==> config.mk <==
export PLATFORM = sky130hd
export DESIGN_NAME = morse_code_encoder_flat
export DESIGN_NICKNAME = d
export VERILOG_FILES = /design/src/rtl/mce_pkg.sv /design/src/rtl/mce_in_if.sv /design/src/rtl/mce_out_if.sv /design/src/rtl/mce_scale.sv /design/src/rtl/morse_code_encoder.sv /design/src/flat_wrapper.sv
export SDC_FILE = /design/constraint.sdc
export NUM_CORES = 1
export LEC_CHECK = 0
export BUFFER_PORTS_ARGS = -buffer_cell sky130_fd_sc_hd__buf_2
export CAP_MARGIN = 15
export CELL_PAD_IN_SITES_DETAIL_PLACEMENT = 0
export CELL_PAD_IN_SITES_GLOBAL_PLACEMENT = 1
export CORE_MARGIN = 3
export CORE_UTILIZATION = 37
export CTS_CLUSTER_DIAMETER = 150
export CTS_CLUSTER_SIZE = 12
export DETAILED_ROUTE_END_ITERATION = 16
export PLACE_DENSITY_LB_ADDON = 0.1
export SYNTH_ARGS = -nofsm -noshare
export SYNTH_HDL_FRONTEND = slang
export SYNTH_SLANG_ARGS = --single-unit
export TNS_END_PERCENT = 100
==> constraint.sdc <==
create_clock -name clk -period 2.6 [get_ports clk]
set_input_delay 0.39 -clock clk [delete_from_list [all_inputs] [get_ports clk]]
set_output_delay 0.39 -clock clk [all_outputs]
set_load 0.05 [all_outputs]
==> src/rtl/mce_pkg.sv <==
// Package for the Morse keying encoder: payload types, symbol kinds,
// scale codes and the character-to-Morse table. Depends on nothing.
package mce_pkg;

  localparam int unsigned CHAR_W   = 8;
  localparam int unsigned DIT_W    = 10;
  localparam int unsigned MS_W     = 12;
  localparam int unsigned KIND_W   = 2;
  localparam int unsigned LEN_W    = 3;
  localparam int unsigned PAT_W    = 7;
  localparam int unsigned MUL_W    = 3;
  localparam int unsigned CFG_AW   = 3;
  localparam int unsigned CFG_DW   = 32;

  localparam logic [DIT_W-1:0] DIT_RESET = 10'd100;
  localparam logic [DIT_W-1:0] DIT_MIN   = 10'd1;
  localparam logic [DIT_W-1:0] DIT_MAX   = 10'd1000;

  // Register index 0 holds the dit length.
  localparam logic REG_DIT = 1'b0;

  localparam logic [KIND_W-1:0] KIND_DIT        = 2'd0;
  localparam logic [KIND_W-1:0] KIND_DAH        = 2'd1;
  localparam logic [KIND_W-1:0] KIND_LETTER_GAP = 2'd2;
  localparam logic [KIND_W-1:0] KIND_WORD_GAP   = 2'd3;

  // Multiples of the dit length that the scaler can form.
  localparam logic [MUL_W-1:0] MUL_ZERO  = 3'd0;
  localparam logic [MUL_W-1:0] MUL_ONE   = 3'd1;
  localparam logic [MUL_W-1:0] MUL_TWO   = 3'd2;
  localparam logic [MUL_W-1:0] MUL_THREE = 3'd3;
  localparam logic [MUL_W-1:0] MUL_FOUR  = 3'd4;

  typedef struct packed {
    logic [CHAR_W-1:0] char_code;
    logic              end_of_line;
  } in_item_t;

  typedef struct packed {
    logic [KIND_W-1:0] symbol_kind;
    logic [MS_W-1:0]   tone_ms;
    logic [MS_W-1:0]   gap_ms;
    logic              last;
  } out_item_t;

  // A length of zero means the character has no Morse code. The pattern is
  // left aligned: the first element sits in the top bit, and a one is a dah.
  typedef struct packed {
    logic [LEN_W-1:0] len;
    logic [PAT_W-1:0] pat;
  } sym_t;

  function automatic sym_t lookup_sym(input logic [CHAR_W-1:0] code);
    logic [CHAR_W-1:0] c;
    sym_t s;
    c = code;
    if (c >= 8'h61 && c <= 8'h7A) begin
      c = c - 8'd32;
    end
    unique case (c)
      "A":  s = '{3'd2, 7'b0100000};
      "B":  s = '{3'd4, 7'b1000000};
      "C":  s = '{3'd4, 7'b1010000};
      "D":  s = '{3'd3, 7'b1000000};
      "E":  s = '{3'd1, 7'b0000000};
      "F":  s = '{3'd4, 7'b0010000};
      "G":  s = '{3'd3, 7'b1100000};
      "H":  s = '{3'd4, 7'b0000000};
      "I":  s = '{3'd2, 7'b0000000};
      "J":  s = '{3'd4, 7'b0111000};
      "K":  s = '{3'd3, 7'b1010000};
      "L":  s = '{3'd4, 7'b0100000};
      "M":  s = '{3'd2, 7'b1100000};
      "N":  s = '{3'd2, 7'b1000000};
      "O":  s = '{3'd3, 7'b1110000};
      "P":  s = '{3'd4, 7'b0110000};
      "Q":  s = '{3'd4, 7'b1101000};
      "R":  s = '{3'd3, 7'b0100000};
      "S":  s = '{3'd3, 7'b0000000};
      "T":  s = '{3'd1, 7'b1000000};
      "U":  s = '{3'd3, 7'b0010000};
      "V":  s = '{3'd4, 7'b0001000};
      "W":  s = '{3'd3, 7'b0110000};
      "X":  s = '{3'd4, 7'b1001000};
      "Y":  s = '{3'd4, 7'b1011000};
      "Z":  s = '{3'd4, 7'b1100000};
      "0":  s = '{3'd5, 7'b1111100};
      "1":  s = '{3'd5, 7'b0111100};
      "2":  s = '{3'd5, 7'b0011100};
      "3":  s = '{3'd5, 7'b0001100};
      "4":  s = '{3'd5, 7'b0000100};
      "5":  s = '{3'd5, 7'b0000000};
      "6":  s = '{3'd5, 7'b1000000};
      "7":  s = '{3'd5, 7'b1100000};
      "8":  s = '{3'd5, 7'b1110000};
      "9":  s = '{3'd5, 7'b1111000};
      ".":  s = '{3'd6, 7'b0101010};
      ",":  s = '{3'd6, 7'b1100110};
      "?":  s = '{3'd6, 7'b0011000};
      "'":  s = '{3'd6, 7'b0111100};
      "!":  s = '{3'd6, 7'b1010110};
      "/":  s = '{3'd5, 7'b1001000};
      "(":  s = '{3'd5, 7'b1011000};
      ")":  s = '{3'd6, 7'b1011010};
      "&":  s = '{3'd5, 7'b0100000};
      ":":  s = '{3'd6, 7'b1110000};
      ";":  s = '{3'd6, 7'b1010100};
      "=":  s = '{3'd5, 7'b1000100};
      "+":  s = '{3'd5, 7'b0101000};
      "-":  s = '{3'd6, 7'b1000010};
      "_":  s = '{3'd6, 7'b0011010};
      "\"": s = '{3'd6, 7'b0100100};
      "$":  s = '{3'd7, 7'b0001001};
      "@":  s = '{3'd6, 7'b0110100};
      default: s = '{3'd0, 7'b0000000};
    endcase
    return s;
  endfunction

endpackage

==> src/rtl/mce_in_if.sv <==
// Request channel carrying one character into the Morse encoder.
// Depends on mce_pkg for the payload type.
interface mce_in_if;
  import mce_pkg::*;

  logic     valid;
  logic     ready;
  in_item_t data;

  modport source (output valid, output data, input ready);
  modport sink   (input valid, input data, output ready);
endinterface

==> src/rtl/mce_out_if.sv <==
// Request channel carrying one keying command out of the Morse encoder.
// Depends on mce_pkg for the payload type.
interface mce_out_if;
  import mce_pkg::*;

  logic      valid;
  logic      ready;
  out_item_t data;

  modport source (output valid, output data, input ready);
  modport sink   (input valid, input data, output ready);
endinterface

==> src/rtl/mce_scale.sv <==
// Shared shift-and-add unit forming 0, 1, 2, 3 or 4 times the dit length.
// Depends on mce_pkg for widths and scale codes.
module mce_scale (
  input  logic [mce_pkg::DIT_W-1:0] dit,
  input  logic [mce_pkg::MUL_W-1:0] mult,
  output logic [mce_pkg::MS_W-1:0]  product
);
  import mce_pkg::*;

  logic [MS_W-1:0] shifted;
  logic [MS_W-1:0] addend;

  // The top two bits pick a shifted copy, the bottom bit adds one more dit.
  always_comb begin
    if (mult[2]) begin
      shifted = {dit, 2'b00};
    end else if (mult[1]) begin
      shifted = {1'b0, dit, 1'b0};
    end else begin
      shifted = '0;
    end
    addend  = mult[0] ? {2'b00, dit} : '0;
    product = shifted + addend;
  end

endmodule

==> src/rtl/morse_code_encoder.sv <==
// Morse keying encoder top level: APB register, sequencer and result register.
// Depends on mce_pkg, mce_in_if, mce_out_if and mce_scale.
//
// Usage. Each request on in_ch carries one character and an end-of-line
// flag. The block answers with a run of keying commands on out_ch: one dit
// or dah per Morse element followed by a letter gap, or a single word gap
// for a character outside the table, plus a word gap when end-of-line is
// set. The final command of a run has last high. Lower case is folded.
// Timing: in_ch.ready is high only while the sequencer is idle. Every
// command uses the single shift-and-add scaler twice (tone length, then
// gap length), and a character yields 1 to 9 commands, so the next
// request waits until the last one is loaded. When out_ch stalls, the
// finished command waits in the result register and the sequencer holds
// its place. The dit length is to be written over the APB port at byte
// address 0 while idle; the block itself does not enforce this. Zero is
// used as 1 and values above 1000 as 1000. Reset (rst_n low at a clock
// edge) sets the dit length to 100 ms, empties the result register and
// returns the sequencer to idle.
module morse_code_encoder (
  input  logic                       clk,
  input  logic                       rst_n,
  mce_in_if.sink                     in_ch,
  mce_out_if.source                  out_ch,
  input  logic                       psel,
  input  logic                       penable,
  input  logic                       pwrite,
  input  logic [mce_pkg::CFG_AW-1:0] paddr,
  input  logic [mce_pkg::CFG_DW-1:0] pwdata,
  output logic [mce_pkg::CFG_DW-1:0] prdata,
  output logic                       pready
);
  import mce_pkg::*;

  localparam logic [2:0] ST_IDLE = 3'd0;
  localparam logic [2:0] ST_ELEM = 3'd1;
  localparam logic [2:0] ST_LGAP = 3'd2;
  localparam logic [2:0] ST_WGAP = 3'd3;
  localparam logic [2:0] ST_EOL  = 3'd4;

  // Configuration register, kept raw so that a read returns the low DIT_W bits that were written.
  logic [DIT_W-1:0] dit_r;
  logic             cfg_wr;
  logic             cfg_idx;

  assign pready  = 1'b1;
  assign cfg_idx = paddr[2];
  assign cfg_wr  = psel && penable && pwrite && pready && (cfg_idx == REG_DIT);
  assign prdata  = (cfg_idx == REG_DIT) ? {{(CFG_DW-DIT_W){1'b0}}, dit_r} : '0;

  always_ff @(posedge clk) begin
    if (!rst_n) begin
      dit_r <= DIT_RESET;
    end else if (cfg_wr) begin
      dit_r <= pwdata[DIT_W-1:0];
    end
  end

  // Effective dit length, clamped into its legal range.
  logic [DIT_W-1:0] dit_eff;
  always_comb begin
    if (dit_r < DIT_MIN) begin
      dit_eff = DIT_MIN;
    end else if (dit_r > DIT_MAX) begin
      dit_eff = DIT_MAX;
    end else begin
      dit_eff = dit_r;
    end
  end

  // Sequencer state. cnt_r counts the elements still to send and pat_r
  // shifts left so that the current element is always in its top bit.
  logic [2:0]       state_r, state_nxt;
  logic             ph_r, ph_nxt;
  logic [LEN_W-1:0] cnt_r, cnt_nxt;
  logic [PAT_W-1:0] pat_r, pat_nxt;
  logic             eol_r, eol_nxt;
  logic [DIT_W-1:0] d_r, d_nxt;
  logic [MS_W-1:0]  tone_r, tone_nxt;

  logic             out_valid_r, out_valid_nxt;
  out_item_t        out_r, out_nxt;

  logic             in_take;
  logic             out_free;
  sym_t             sym;

  assign in_ch.ready = (state_r == ST_IDLE);
  assign in_take     = in_ch.valid && in_ch.ready;
  assign out_free    = !out_valid_r || out_ch.ready;
  assign sym         = lookup_sym(in_ch.data.char_code);

  assign out_ch.valid = out_valid_r;
  assign out_ch.data  = out_r;

  // Description of the command that the current state produces.
  logic [KIND_W-1:0] cur_kind;
  logic [MUL_W-1:0]  tone_mul;
  logic [MUL_W-1:0]  gap_mul;
  logic              cur_last;

  always_comb begin
    unique case (state_r)
      ST_ELEM: begin
        cur_kind = pat_r[PAT_W-1] ? KIND_DAH : KIND_DIT;
        tone_mul = pat_r[PAT_W-1] ? MUL_THREE : MUL_ONE;
        gap_mul  = MUL_ONE;
        cur_last = 1'b0;
      end
      ST_LGAP: begin
        cur_kind = KIND_LETTER_GAP;
        tone_mul = MUL_ZERO;
        gap_mul  = MUL_TWO;
        cur_last = !eol_r;
      end
      ST_WGAP: begin
        cur_kind = KIND_WORD_GAP;
        tone_mul = MUL_ZERO;
        gap_mul  = MUL_FOUR;
        cur_last = !eol_r;
      end
      ST_EOL: begin
        cur_kind = KIND_WORD_GAP;
        tone_mul = MUL_ZERO;
        gap_mul  = MUL_FOUR;
        cur_last = 1'b1;
      end
      default: begin
        cur_kind = KIND_DIT;
        tone_mul = MUL_ZERO;
        gap_mul  = MUL_ZERO;
        cur_last = 1'b0;
      end
    endcase
  end

  // The one scaler serves the tone length in phase 0 and the gap in phase 1.
  logic [MS_W-1:0] scaled;

  mce_scale u_scale (
    .dit     (d_r),
    .mult    (ph_r ? gap_mul : tone_mul),
    .product (scaled)
  );

  logic emit;
  assign emit = (state_r != ST_IDLE) && ph_r && out_free;

  always_comb begin
    state_nxt     = state_r;
    ph_nxt        = ph_r;
    cnt_nxt       = cnt_r;
    pat_nxt       = pat_r;
    eol_nxt       = eol_r;
    d_nxt         = d_r;
    tone_nxt      = tone_r;
    out_nxt       = out_r;
    out_valid_nxt = out_valid_r;

    if (out_valid_r && out_ch.ready) begin
      out_valid_nxt = 1'b0;
    end

    if (in_take) begin
      state_nxt = (sym.len == '0) ? ST_WGAP : ST_ELEM;
      ph_nxt    = 1'b0;
      cnt_nxt   = sym.len;
      pat_nxt   = sym.pat;
      eol_nxt   = in_ch.data.end_of_line;
      d_nxt     = dit_eff;
    end else if (state_r != ST_IDLE && !ph_r) begin
      tone_nxt = scaled;
      ph_nxt   = 1'b1;
    end else if (emit) begin
      out_nxt       = '{cur_kind, tone_r, scaled, cur_last};
      out_valid_nxt = 1'b1;
      ph_nxt        = 1'b0;
      unique case (state_r)
        ST_ELEM: begin
          cnt_nxt = cnt_r - 1'b1;
          pat_nxt = {pat_r[PAT_W-2:0], 1'b0};
          if (cnt_r == LEN_W'(1)) begin
            state_nxt = ST_LGAP;
          end
        end
        ST_LGAP, ST_WGAP: begin
          state_nxt = eol_r ? ST_EOL : ST_IDLE;
        end
        default: begin
          state_nxt = ST_IDLE;
        end
      endcase
    end
  end

  always_ff @(posedge clk) begin
    if (!rst_n) begin
      state_r     <= ST_IDLE;
      ph_r        <= 1'b0;
      out_valid_r <= 1'b0;
    end else begin
      state_r     <= state_nxt;
      ph_r        <= ph_nxt;
      out_valid_r <= out_valid_nxt;
    end
  end

  always_ff @(posedge clk) begin
    cnt_r  <= cnt_nxt;
    pat_r  <= pat_nxt;
    eol_r  <= eol_nxt;
    d_r    <= d_nxt;
    tone_r <= tone_nxt;
    out_r  <= out_nxt;
  end

  // A character outside the table goes straight to its single word gap.
  a_unknown_to_wgap: assert property (@(posedge clk) disable iff (!rst_n)
    (in_take && sym.len == '0) |=> (state_r == ST_WGAP))
    else $error("unknown character did not start a word gap");

  // The command marked last always returns the sequencer to idle.
  a_last_ends_run: assert property (@(posedge clk) disable iff (!rst_n)
    (emit && cur_last) |=> (state_r == ST_IDLE))
    else $error("sequencer kept running after the last command");

  // Element state never runs with an empty element count.
  a_elem_count: assert property (@(posedge clk) disable iff (!rst_n)
    (state_r == ST_ELEM) |-> (cnt_r != '0))
    else $error("element state with no elements left");

  // The latched dit length stays inside its legal range while busy.
  a_dit_range: assert property (@(posedge clk) disable iff (!rst_n)
    (state_r != ST_IDLE) |-> (d_r >= DIT_MIN && d_r <= DIT_MAX))
    else $error("dit length out of range during a run");

  // A new command is only loaded once the previous one has been taken.
  a_no_overwrite: assert property (@(posedge clk) disable iff (!rst_n)
    (out_valid_r && !out_ch.ready) |-> !emit)
    else $error("result register overwritten while stalled");

endmodule
==> src/flat_wrapper.sv <==
// flat-port wrapper written by rule: the top's interface ports become plain ports
module morse_code_encoder_flat import mce_pkg::*;
  (clk, rst_n, psel, penable, pwrite, paddr, pwdata, prdata, pready, in_ch_valid, in_ch_data, in_ch_ready, out_ch_valid, out_ch_data, out_ch_ready);
  mce_in_if in_ch_i ();
  mce_out_if out_ch_i ();
  input  logic clk;
  input  logic rst_n;
  input  logic psel;
  input  logic penable;
  input  logic pwrite;
  input  logic [mce_pkg::CFG_AW-1:0] paddr;
  input  logic [mce_pkg::CFG_DW-1:0] pwdata;
  output logic [mce_pkg::CFG_DW-1:0] prdata;
  output logic pready;
  input wire logic [$bits(in_ch_i.valid)-1:0] in_ch_valid;
  input wire logic [$bits(in_ch_i.data)-1:0] in_ch_data;
  output wire logic [$bits(in_ch_i.ready)-1:0] in_ch_ready;
  output wire logic [$bits(out_ch_i.valid)-1:0] out_ch_valid;
  output wire logic [$bits(out_ch_i.data)-1:0] out_ch_data;
  input wire logic [$bits(out_ch_i.ready)-1:0] out_ch_ready;
  assign in_ch_i.valid = in_ch_valid;
  assign in_ch_i.data = in_ch_data;
  assign in_ch_ready = in_ch_i.ready;
  assign out_ch_valid = out_ch_i.valid;
  assign out_ch_data = out_ch_i.data;
  assign out_ch_i.ready = out_ch_ready;
  morse_code_encoder u_core (.clk(clk), .rst_n(rst_n), .in_ch(in_ch_i), .out_ch(out_ch_i), .psel(psel), .penable(penable), .pwrite(pwrite), .paddr(paddr), .pwdata(pwdata), .prdata(prdata), .pready(pready));
endmodule
# --- Word level (Yosys, flattened, before mapping) ---
# Memories as Yosys holds them, arrays and structs flattened.
# Index checks and enable logic that the tools add are counted.
totals:
  reg_bits: 75
  latch_bits: 0
  mem_bits_rw: 0
  romBits: 1280
  inputBits: 51
  output_inout_bits: 62
  memories: 1
classes:
  addsub: 3
  n_mul: 0
  div_mod_pow: 0
  magnitude_cmp: 4
  eq_ne: 7
  n_shift: 0
  mux: 35
  n_bitwise: 4
  n_reduce_logical: 27
memory_table:
  columns: ["memory", "words", "word_bits", "read_ports", "rd_ports_with_merged_regs", "wr", "line_no", "rtl"]
  rows:
  - ["(name not given)", 128, 10, 1, 0, 0, "mce_pkg.sv:60", "unique case (c)"]
ops:
  columns: ["operator", "count"]
  rows:
  - ["$mux 10", 4]
  - ["$mux 3", 11]
  - ["$mux 7", 4]
  - ["$add 12x12->12", 1]
  - ["$mux 12", 1]
  - ["$mux 11", 1]
  - ["$gt 10x10->1 const B", 1]
  - ["$lt 10x1->1 const B", 1]
  - ["$logic_and 1x1->1", 9]
  - ["$pmux 3 s3", 1]
  - ["$reduce_and 3->1", 3]
  - ["$ge 8x7->1 const B", 1]
  - ["$le 8x7->1 const B", 1]
  - ["$mux 8", 1]
  - ["$reduce_or 2->1", 4]
  - ["$sub 8x6->8 const B", 1]
  - ["$mux 1", 7]
  - ["$eq 3x1->1 const B", 2]
  - ["$eq 3x2->1 const B", 2]
  - ["$logic_not 3->1", 2]
  - ["$pmux 2 s3", 1]
  - ["$pmux 3 s2", 1]
  - ["$reduce_bool 2->1", 3]
  - ["$mux 2", 2]
  - ["10 further kinds", 15]

# --- Depth between registers and ports, before layout ---
# Gate-level depths: netlist of run 1.
# An unclocked memory read counts as a cell.
logic_depth:
  depth_word: 8
  ltp_mapped: 13
  mapped_depth_nobuf: 12

# --- Modules after synthesis ---
# Synthesis of run 1 repeated with hierarchy kept, for this count alone.
hier_totals:
  hier_cells: 472
  hier_area_um2: 4598.2
by_module_without_submodules:
  columns: ["module", "n_inst", "cells_each", "area_per_inst_um2", "seq_area_each_um2"]
  rows:
  - ["morse_code_encoder", 1, 387, 3965.1, 2102.0]
  - ["mce_scale", 1, 85, 633.1, 0.0]

# --- Worst setup path before layout of run 1 ---
# Ideal clock, no wire load.
synth_path:
  path_type: "register to register"
  startpoint: "register u_core.state_r[1]"
  endpoint: "register u_core.out_r, in the netlist u_core.out_ch.data[11], data pin"
  setup_ns: 0.263
  arrival_time_ns: 2.505
  t_required_ns: 2.337
  slack_ns: -0.168
  path_stages_with_launch: 13
  path_buffers: 1
  synth_period_minus_slack_ns: 2.768
  path_cell_list: "dfxtp_1 > buf_2 > or3b_1 > a21boi_4 > a22oi_1 > inv_2 > ha_1 > a21o_1 > a21oi_1 > o211ai_1 > a31o_1 > a21oi_1 > xnor2_1"
synth_between:
  elab_chain_len: 7
  word_cells_on_any_way: 12
synth_rtl:
  columns: ["item", "line_no", "rtl"]
  rows:
  - ["from (decl)", "morse_code_encoder.sv:72", "logic [2:0] state_r, state_nxt;"]
  - ["from (signal assigned)", "morse_code_encoder.sv:201", "state_r <= state_nxt;"]
  - ["$eq 3x3->1 / $eq 3x2->1 (equally long branches)", "morse_code_encoder.sv:102", "unique case (state_r)"]
  - ["$reduce_or 2->1 (no line)", null, null]
  - ["$pmux 3 s3", "morse_code_encoder.sv:102", null]
  - ["$mux 3 *", "morse_code_encoder.sv:141", ".mult (ph_r ? gap_mul : tone_mul),"]
  - ["$mux 11", "mce_scale.sv:17", "end else if (mult[1]) begin"]
  - ["$mux 12", "mce_scale.sv:15", "if (mult[2]) begin"]
  - ["$add 12x12->12 *", "mce_scale.sv:23", "product = shifted + addend;"]
  - ["via u_core.scaled[10]", "morse_code_encoder.sv:137", "logic [MS_W-1:0] scaled;"]
  - ["to (signal assigned)", "morse_code_encoder.sv:213", "out_r <= out_nxt;"]
  - ["to (decl)", "morse_code_encoder.sv:81", "out_item_t out_r, out_nxt;"]
# Mark *: on every way through the listed nets, which the timed path passes. The rest lies on a longest branch.
# A chain may end at the register's enable or synchronous reset.

# --- Final worst setup path of run 1 ---
layout_path:
  startpoint: "register u_core.state_r[1]"
  endpoint: "register u_core.tone_r[11], data pin"
layout_between:
  elab_chain_len: 7
  word_cells_on_any_way: 12
layout_rtl:
  columns: ["item", "line_no", "rtl"]
  rows:
  - ["$eq 3x3->1 / $eq 3x2->1 (equally long branches)", "morse_code_encoder.sv:102", null]
  - ["$reduce_or 2->1 (no line)", null, null]
  - ["$pmux 3 s3", "morse_code_encoder.sv:102", null]
  - ["$mux 3 *", "morse_code_encoder.sv:141", null]
  - ["$mux 11", "mce_scale.sv:17", null]
  - ["$mux 12", "mce_scale.sv:15", null]
  - ["$add 12x12->12 *", "mce_scale.sv:23", null]
  - ["via u_core.scaled[11]", "morse_code_encoder.sv:137", null]
  - ["to (signal assigned)", "morse_code_encoder.sv:212", "tone_r <= tone_nxt;"]
  - ["to (decl)", "morse_code_encoder.sv:78", "logic [MS_W-1:0] tone_r, tone_nxt;"]
# Marks and branches as above.

==> reports/qor.yml, run 1 <==
outcome:
  outcome: "finished, violations left"
  violations: "negative setup slack"
global_routing:
  grt_first_pass_wirelength_um: 15500
  antenna_found_initial: 0
  grt_usage_pct: 14.5
  grt_max_degree: 40
  grt_pass1_vias: 3214
  grt_overflow: 0
setup_path:
  cpMaxStageDelayCell: "or3b_4"
  crit_required_ns: 2.75
  critical-path-max-stage-delay_ns: 0.41
  crit_path_cell_trace: "or3b_4 -> a21boi_4 -> a22o_1 -> ha_4 -> nor2b_4 -> o21ai_2 -> a21oi_2 -> a2111o_1 -> a211o_1 -> o211ai_1"
  crit_path_end_kind: "flip-flop"
  critPathKind: "flip-flop to flip-flop"
  start_kind: "flip-flop"
  worstPathMaxFanout: 6
  crit_arrival_ns: 2.81
clocking:
  clk_latency_ns: 0.33
  htree_levels: 3
  clkTransAtPathRegs_ns: 0.06
  cts_sinks: 75
  cts_tree: "built"
  cts_buffer_depth: 2
  root_buffer: "clkbuf_16"
  cts_buffers: 9
place:
  postPlaceCellArea_sq_mm: 0.00507
  hpwl_um: 7270
  placed_cells: 662
  gp_congestion: 0.828
  dp_slack_ns: -0.138
  port-buffer-count: 65
layout:
  final_area_sq_mm: 0.00548
  syn_to_final_growth_pct: 22.2
  diodes: 0
  stdcell_count: 681
  fin_nets: 604
  utilization_pct: 47.2
  fillers: 1129
  layout-drive-gt1-share_pct: 26.6
sta:
  drv_slew: 0
  max_freq_mhz: 375
  tightestPinTransition_ns: 0.899
  rsz0062_at_grt: "yes"
  final_hold_viol_count: 0
  worst_slack_ns: -0.0636
  period_share_pct: 102
  min_period_ns: 2.66
  setup_viol: 2
  relSlewSlack_pct: 39.9
  holdWs_ns: 0.239
  worst_clock_skew_ns: 0.00505
logic_synthesis:
  ys_ff_latch: 75
  synth.yosys.seq_area_share_pct: 46.9
  ys_types: 66
  avgSynthCellArea_sq_um: 9.99
  synth.area.top_cells: "edfxtp_1 (40%), dfxtp_1 (6.7%), ha_1 (5.3%)"
  syn_area_sq_mm: 0.00448
  syn_inst: 449
  synth_common_cells: "edfxtp_1 (60), nand2_1 (48), a21oi_1 (33), nor2_1 (30), buf_4 (23)"
  ys.flop_type: "edfxtp_1"
  yosysWarnings: 0
  yosys.area.top_type: "edfxtp_1"
  synth_edf_count: 60
  async_flop_share_pct: 0
  post-synth-top-count-cell: "edfxtp_1"
  synth_top_cell_area_share_pct: 40.2
power:
  leakagePower_nw: 2.28
  powerDensity_mw_per_mm2: 709
  irDropWorstVdd_mv: 0.283
floorplanning:
  ios: 113
  core_area_sq_mm: 0.0116
  dieArea_sq_mm: 0.0135
  dieWidth_um: 116
  rows: 39
  initial_core_util_pct: 38.6
  die_h_um: 116
routing:
  vias: 3424
  firstDrtPassIters: 4
  viasPerCell: 5.03
  wire_per_inst_um: 13.9
  drc: 0
  ant_nets: 0
  drt_iter0_markers: 200
  wirelength_um: 9480
worst_hold_path:
  hp-class: "input pin to flip-flop"
job:
  drv_cap: 0
[path summary, 6_finish.rpt]
kind                             startpoint                                to  slack [ns]  cells past startpoint
max          u_core.state_r[1]$_SDFFE_PN0P_       u_core.tone_r[11]$_DFFE_PP_       -0.06                     10
min                           in_ch_data[0]            u_core.eol_r$_DFFE_PP_        0.24                      1
max reg2reg  u_core.state_r[1]$_SDFFE_PN0P_       u_core.tone_r[11]$_DFFE_PP_       -0.06                     10
min reg2reg      u_core.tone_r[4]$_DFFE_PP_  u_core.out_ch.data[17]$_DFFE_PP_        0.42                      0
[routing by layer]
| layer | global-route usage (%) | up-vias | routed length [um] |
|---|---|---|---|
| li1 | - | 1749 | - |
| met1 | 18.4 | 1580 | 4340 |
| met2 | 24.2 | 87 | 4530 |
| met3 | 3.52 | 8 | 476 |
| met4 | 4.87 | 0 | 133 |
| met5 | 0 | - | 0 |
[report_power, final]
group	total, mW	internal [mW]	switching [mW]
clock network	1.31	0.847	0.468
logic	0.979	0.333	0.646
registers	1.59	1.53	0.0603
[cells by family after synthesis]
logic type,count (synthesis),synth area share (%)
AO/OA/AOI/OAI,117,18.3
XOR/XNOR,10,1.95
adder cells (fa/ha/maj),20,5.75
buffers and inverters,66,7.51
flip-flops,75,46.9
multiplexers,6,1.93
other,2,0.167
AND/OR/NAND/NOR,153,17.5
[repair_timing]
item | 4_1_cts | 5_1_grt
buffers inserted | 1 | 2
gates resized for setup | 5 | 9
hold endpoints to repair | 0 | 0
setup endpoints to repair | 6 | 8
pin swaps | 5 | 8
hold buffers | 0 | 0
[stage by stage]
| step | setup TNS, ns | power, mW |
|---|---|---|
| final | -0.127 | 3.88 |
| after global routing | -0.725 | 4.10 |
| after CTS | -0.201 | 3.91 |
| after detailed placement | -0.455 | 2.58 |
| after global placement | -0.188 | 2.57 |
| after floorplan | -0.365 | 2.34 |
[layout make-up]
cell class | count | area (sq um) | share of cell area (%)
Timing Repair Buffer | 97 | 582 | 10.6
Multi-Input combinational cell | 329 | 2210 | 40.3
Clock inverter | 7 | 100 | 1.83
Sequential cell | 75 | 2110 | 38.5
Inverter | 21 | 78.8 | 1.44
Clock buffer | 9 | 225 | 4.11
Tap cell | 143 | 179 | 3.26
[worst max-delay path: cells and delay by family (launching register included)]
| family | cells | cell delay [ns] |
|---|---|---|
| AND/OR/NAND/NOR | 2 | 0.53 |
| AO/OA/AOI/OAI | 7 | 1.39 |
| flip-flops | 1 | 0.36 |
| adder cells (fa/ha/maj) | 1 | 0.21 |
[sequential cells by signal, summed over array words and instances, names as in the netlist]
| name | cells |
|---|---|
| u_core.ph_r | 1 |
| u_core.tone_r | 12 |
| u_core.cnt_r | 3 |
| u_core.dit_r | 10 |
| u_core.pat_r | 7 |
| u_core.out_ch.data | 27 |
| u_core.eol_r | 1 |
| u_core.out_ch.valid | 1 |
| u_core.state_r | 3 |
| u_core.d_r | 10 |
[placed cells by master, fill, tap and decap left out, types with 4 or more instances in the layout]
master / Yosys / layout
clkbuf_16: 0 / 9
nand2b_1: 10 / 10
a211oi_1: 7 / 7
a21oi_2: 0 / 4
o21ai_1: 5 / 4
conb_1: 2 / 23
a22o_1: 15 / 15
nand3_1: 5 / 5
xnor2_1: 8 / 7
a21oi_1: 33 / 29
buf_2: 2 / 65
and2_1: 10 / 10
o22ai_1: 4 / 4
nand2_1: 48 / 48
ha_1: 19 / 16
dfxtp_1: 15 / 11
o21ai_0: 18 / 18
inv_1: 18 / 18
buf_4: 23 / 30
nor3_1: 5 / 5
edfxtp_1: 60 / 60
nor2b_1: 20 / 19
o211ai_1: 4 / 4
nor2_1: 30 / 30
(Power assumes the default switching activity.)
==> run 2, diff against run 1 <==
--- a/config.mk
+++ b/config.mk
@@ -7,10 +7,10 @@
 export LEC_CHECK = 0
 export BUFFER_PORTS_ARGS = -buffer_cell sky130_fd_sc_hd__buf_2
 export CAP_MARGIN = 15
-export CELL_PAD_IN_SITES_DETAIL_PLACEMENT = 0
-export CELL_PAD_IN_SITES_GLOBAL_PLACEMENT = 1
+export CELL_PAD_IN_SITES_DETAIL_PLACEMENT = 1
+export CELL_PAD_IN_SITES_GLOBAL_PLACEMENT = 2
 export CORE_MARGIN = 3
-export CORE_UTILIZATION = 37
+export CORE_UTILIZATION = 30
 export CTS_CLUSTER_DIAMETER = 150
 export CTS_CLUSTER_SIZE = 12
 export DETAILED_ROUTE_END_ITERATION = 16
==> run 2 against run 1 <==
The run still ends with negative setup slack left; core utilization is 9.1 points lower; combinational power increased by 4%; register-to-register slack barely moved; sequential share of layout area shrank 0.48 points; clock power is essentially flat; critical path depth unchanged; first-iteration DRC count up 5.5%; worst hold slack lost 0.0094 ns; final cell count increased by 7.5%; fmax is 0.19% higher; largest power group unchanged.
==> reports/qor.yml, run 2 (synthesis results as in run 1) <==
setup_path:
  crit_arrival_ns: 2.82  # was 2.81 ns
  cpMaxStageDelayCell: "or3b_4"  # unchanged
  critPathKind: "flip-flop to flip-flop"  # unchanged
  r2r_setup_slack_ns: -0.06  # about the same
  crit_path_end_kind: "flip-flop"  # unchanged
  cp_num_buf_inv: 0  # unchanged
  crit_required_ns: 2.76  # was 2.75 ns
  path_delay_family: "compound AO/OA/AOI/OAI gates"  # unchanged
  critical-path-max-stage-delay_ns: 0.41  # about the same
  worstPathMaxFanout: 6  # unchanged
  crit_path_cell_trace: "or3b_4 -> a21boi_4 -> a22o_1 -> ha_4 -> nor2b_4 -> o21ai_2 -> a21oi_2 -> a2111o_1 -> a211o_1 -> o211ai_1"  # unchanged
  start_kind: "flip-flop"  # unchanged
layout:
  regArea_sq_mm: 0.00211  # about the same
  final_area_sq_mm: 0.00555  # was 0.00548 sq mm
  multi_input_comb_area_sq_mm: 0.00218  # was 0.00221 sq mm
  layout-drive-gt1-share_pct: 27.4  # was 26.6%
  syn_to_final_growth_pct: 23.8  # was 22.2%
  mostFrequentLayoutCell: "buf_2"  # unchanged
  fin_nets: 614  # was 604
  layout_common_cells: "buf_2 (65), edfxtp_1 (60), nand2_1 (48)"  # unchanged
  largest_register_ff_count: 27  # unchanged
  diodes: 0  # unchanged
  fillers: 1666  # was 1129
floorplanning:
  dieArea_sq_mm: 0.0165  # was 0.0135 sq mm
  core_area_sq_mm: 0.0146  # was 0.0116 sq mm
  dieWidth_um: 128  # was 116 um
  die_h_um: 128  # was 116 um
  rows: 44  # was 39
  ios: 113  # unchanged
  initial_core_util_pct: 30.7  # was 38.6%
routing:
  viasPerCell: 4.84  # was 5.03
  firstDrtPassIters: 4  # unchanged
  drc: 0  # unchanged
  wirelength_um: 11500  # was 9480 um
  drt_iter0_markers: 211  # was 200
  vias: 3542  # was 3424
  ant_nets: 0  # unchanged
  wire_per_inst_um: 15.7  # was 13.9 um
clocking:
  cts_tree: "built"  # unchanged
  cts_buffers: 9  # unchanged
  clk_latency_ns: 0.33  # about the same
  cts_sinks: 75  # unchanged
  clkTransAtPathRegs_ns: 0.06  # about the same
  cts_hold_buf: 0  # unchanged
  root_buffer: "clkbuf_16"  # unchanged
  cts_buffer_depth: 2  # unchanged
  htree_levels: 3  # unchanged
place:
  postPlaceCellArea_sq_mm: 0.00516  # was 0.00507 sq mm
  hpwl_um: 8690  # was 7270 um
  port-buffer-count: 65  # unchanged
  gp_congestion: 0.771  # was 0.828
  dp_slack_ns: -0.166  # was -0.138 ns
job:
  drv_cap: 0  # unchanged
sta:
  holdWs_ns: 0.230  # was 0.239 ns
  setup_viol: 4  # was 2
  worst_clock_skew_ns: 0.00622  # was 0.00505 ns
  tns_ns: -0.173  # was -0.127 ns
  max_freq_mhz: 376  # was 375 MHz
  rsz0062_at_grt: "yes"  # unchanged
  tightestPinTransition_ns: 0.969  # was 0.899 ns
  drv_slew: 0  # unchanged
  relSlewSlack_pct: 35.1  # was 39.9%
  worst_slack_ns: -0.0585  # was -0.0636 ns
  min_period_ns: 2.66  # about the same
  final_hold_viol_count: 0  # unchanged
  period_share_pct: 102  # about the same
outcome:
  outcome: "finished, violations left"  # unchanged
  violations: "negative setup slack"  # unchanged
global_routing:
  grt_overflow: 0  # unchanged
  antenna_found_initial: 0  # unchanged
  grt_first_pass_wirelength_um: 18300  # was 15500 um
  grt_pass1_vias: 3595  # was 3214
  grt_usage_pct: 14.0  # was 14.5%
  grt_max_degree: 32  # was 40
power:
  leakagePower_nw: 2.31  # was 2.28 nW
  powerDensity_mw_per_mm2: 704  # was 709 mW/mm^2
  power_mw: 3.91  # was 3.88 mW
  irDropWorstVdd_mv: 0.322  # was 0.283 mV
worst_hold_path:
  hp-class: "input pin to flip-flop"  # unchanged
[run 2: path summary, 6_finish.rpt]
kind | depth (start not counted) | to | start
worst max-delay path | 10 | u_core.out_ch.data[12]$_DFFE_PP_ | u_core.state_r[1]$_SDFFE_PN0P_
worst min-delay path | 1 | u_core.eol_r$_DFFE_PP_ | in_ch_data[0]
worst max register to register | 10 | u_core.out_ch.data[12]$_DFFE_PP_ | u_core.state_r[1]$_SDFFE_PN0P_
worst min register to register | 0 | u_core.out_ch.data[19]$_DFFE_PP_ | u_core.tone_r[6]$_DFFE_PP_
[run 2: repair_timing]
item	in CTS	in global routing
pin swaps	5	5
setup endpoints to repair	6	8
buffers inserted	3	3
gates cloned	0	0
resized for setup	6	8
[run 2: metrics by stage]
step,util (%),std cells
finish,38.1,732
CTS,37.8,729
floorplan,-,470
detailed placement,35.4,710
global route,38.1,732
global placement,35.4,710
[run 2: report_power, final]
part           switching (mW)  total, mW  internal, mW  leakage (nW)
combinational           0.672       1.02         0.344          1.48
sequential             0.0635       1.59          1.53         0.687
clock                   0.461       1.30         0.837         0.149
total                    1.20       3.91          2.71          2.31
[run 2: final cells by class]
cell class	instances	area share, %
well taps	184	4.15
inverters	21	1.42
clock buffers	11	4.19
multi-input cells	329	39.3
repair buffers	107	11.5
flip-flops and latches	75	38.0
clock inverters	5	1.37
[run 2: per-layer routing]
metal | share of wire, % | up-vias | GRT usage [%]
met3 | 4.1 | 11 | 2.71
met2 | 48 | 76 | 23.5
met4 | 1.3 | 0 | 4.68
met5 | 0 | - | 0
met1 | 47 | 1693 | 18.0
li1 | - | 1762 | -
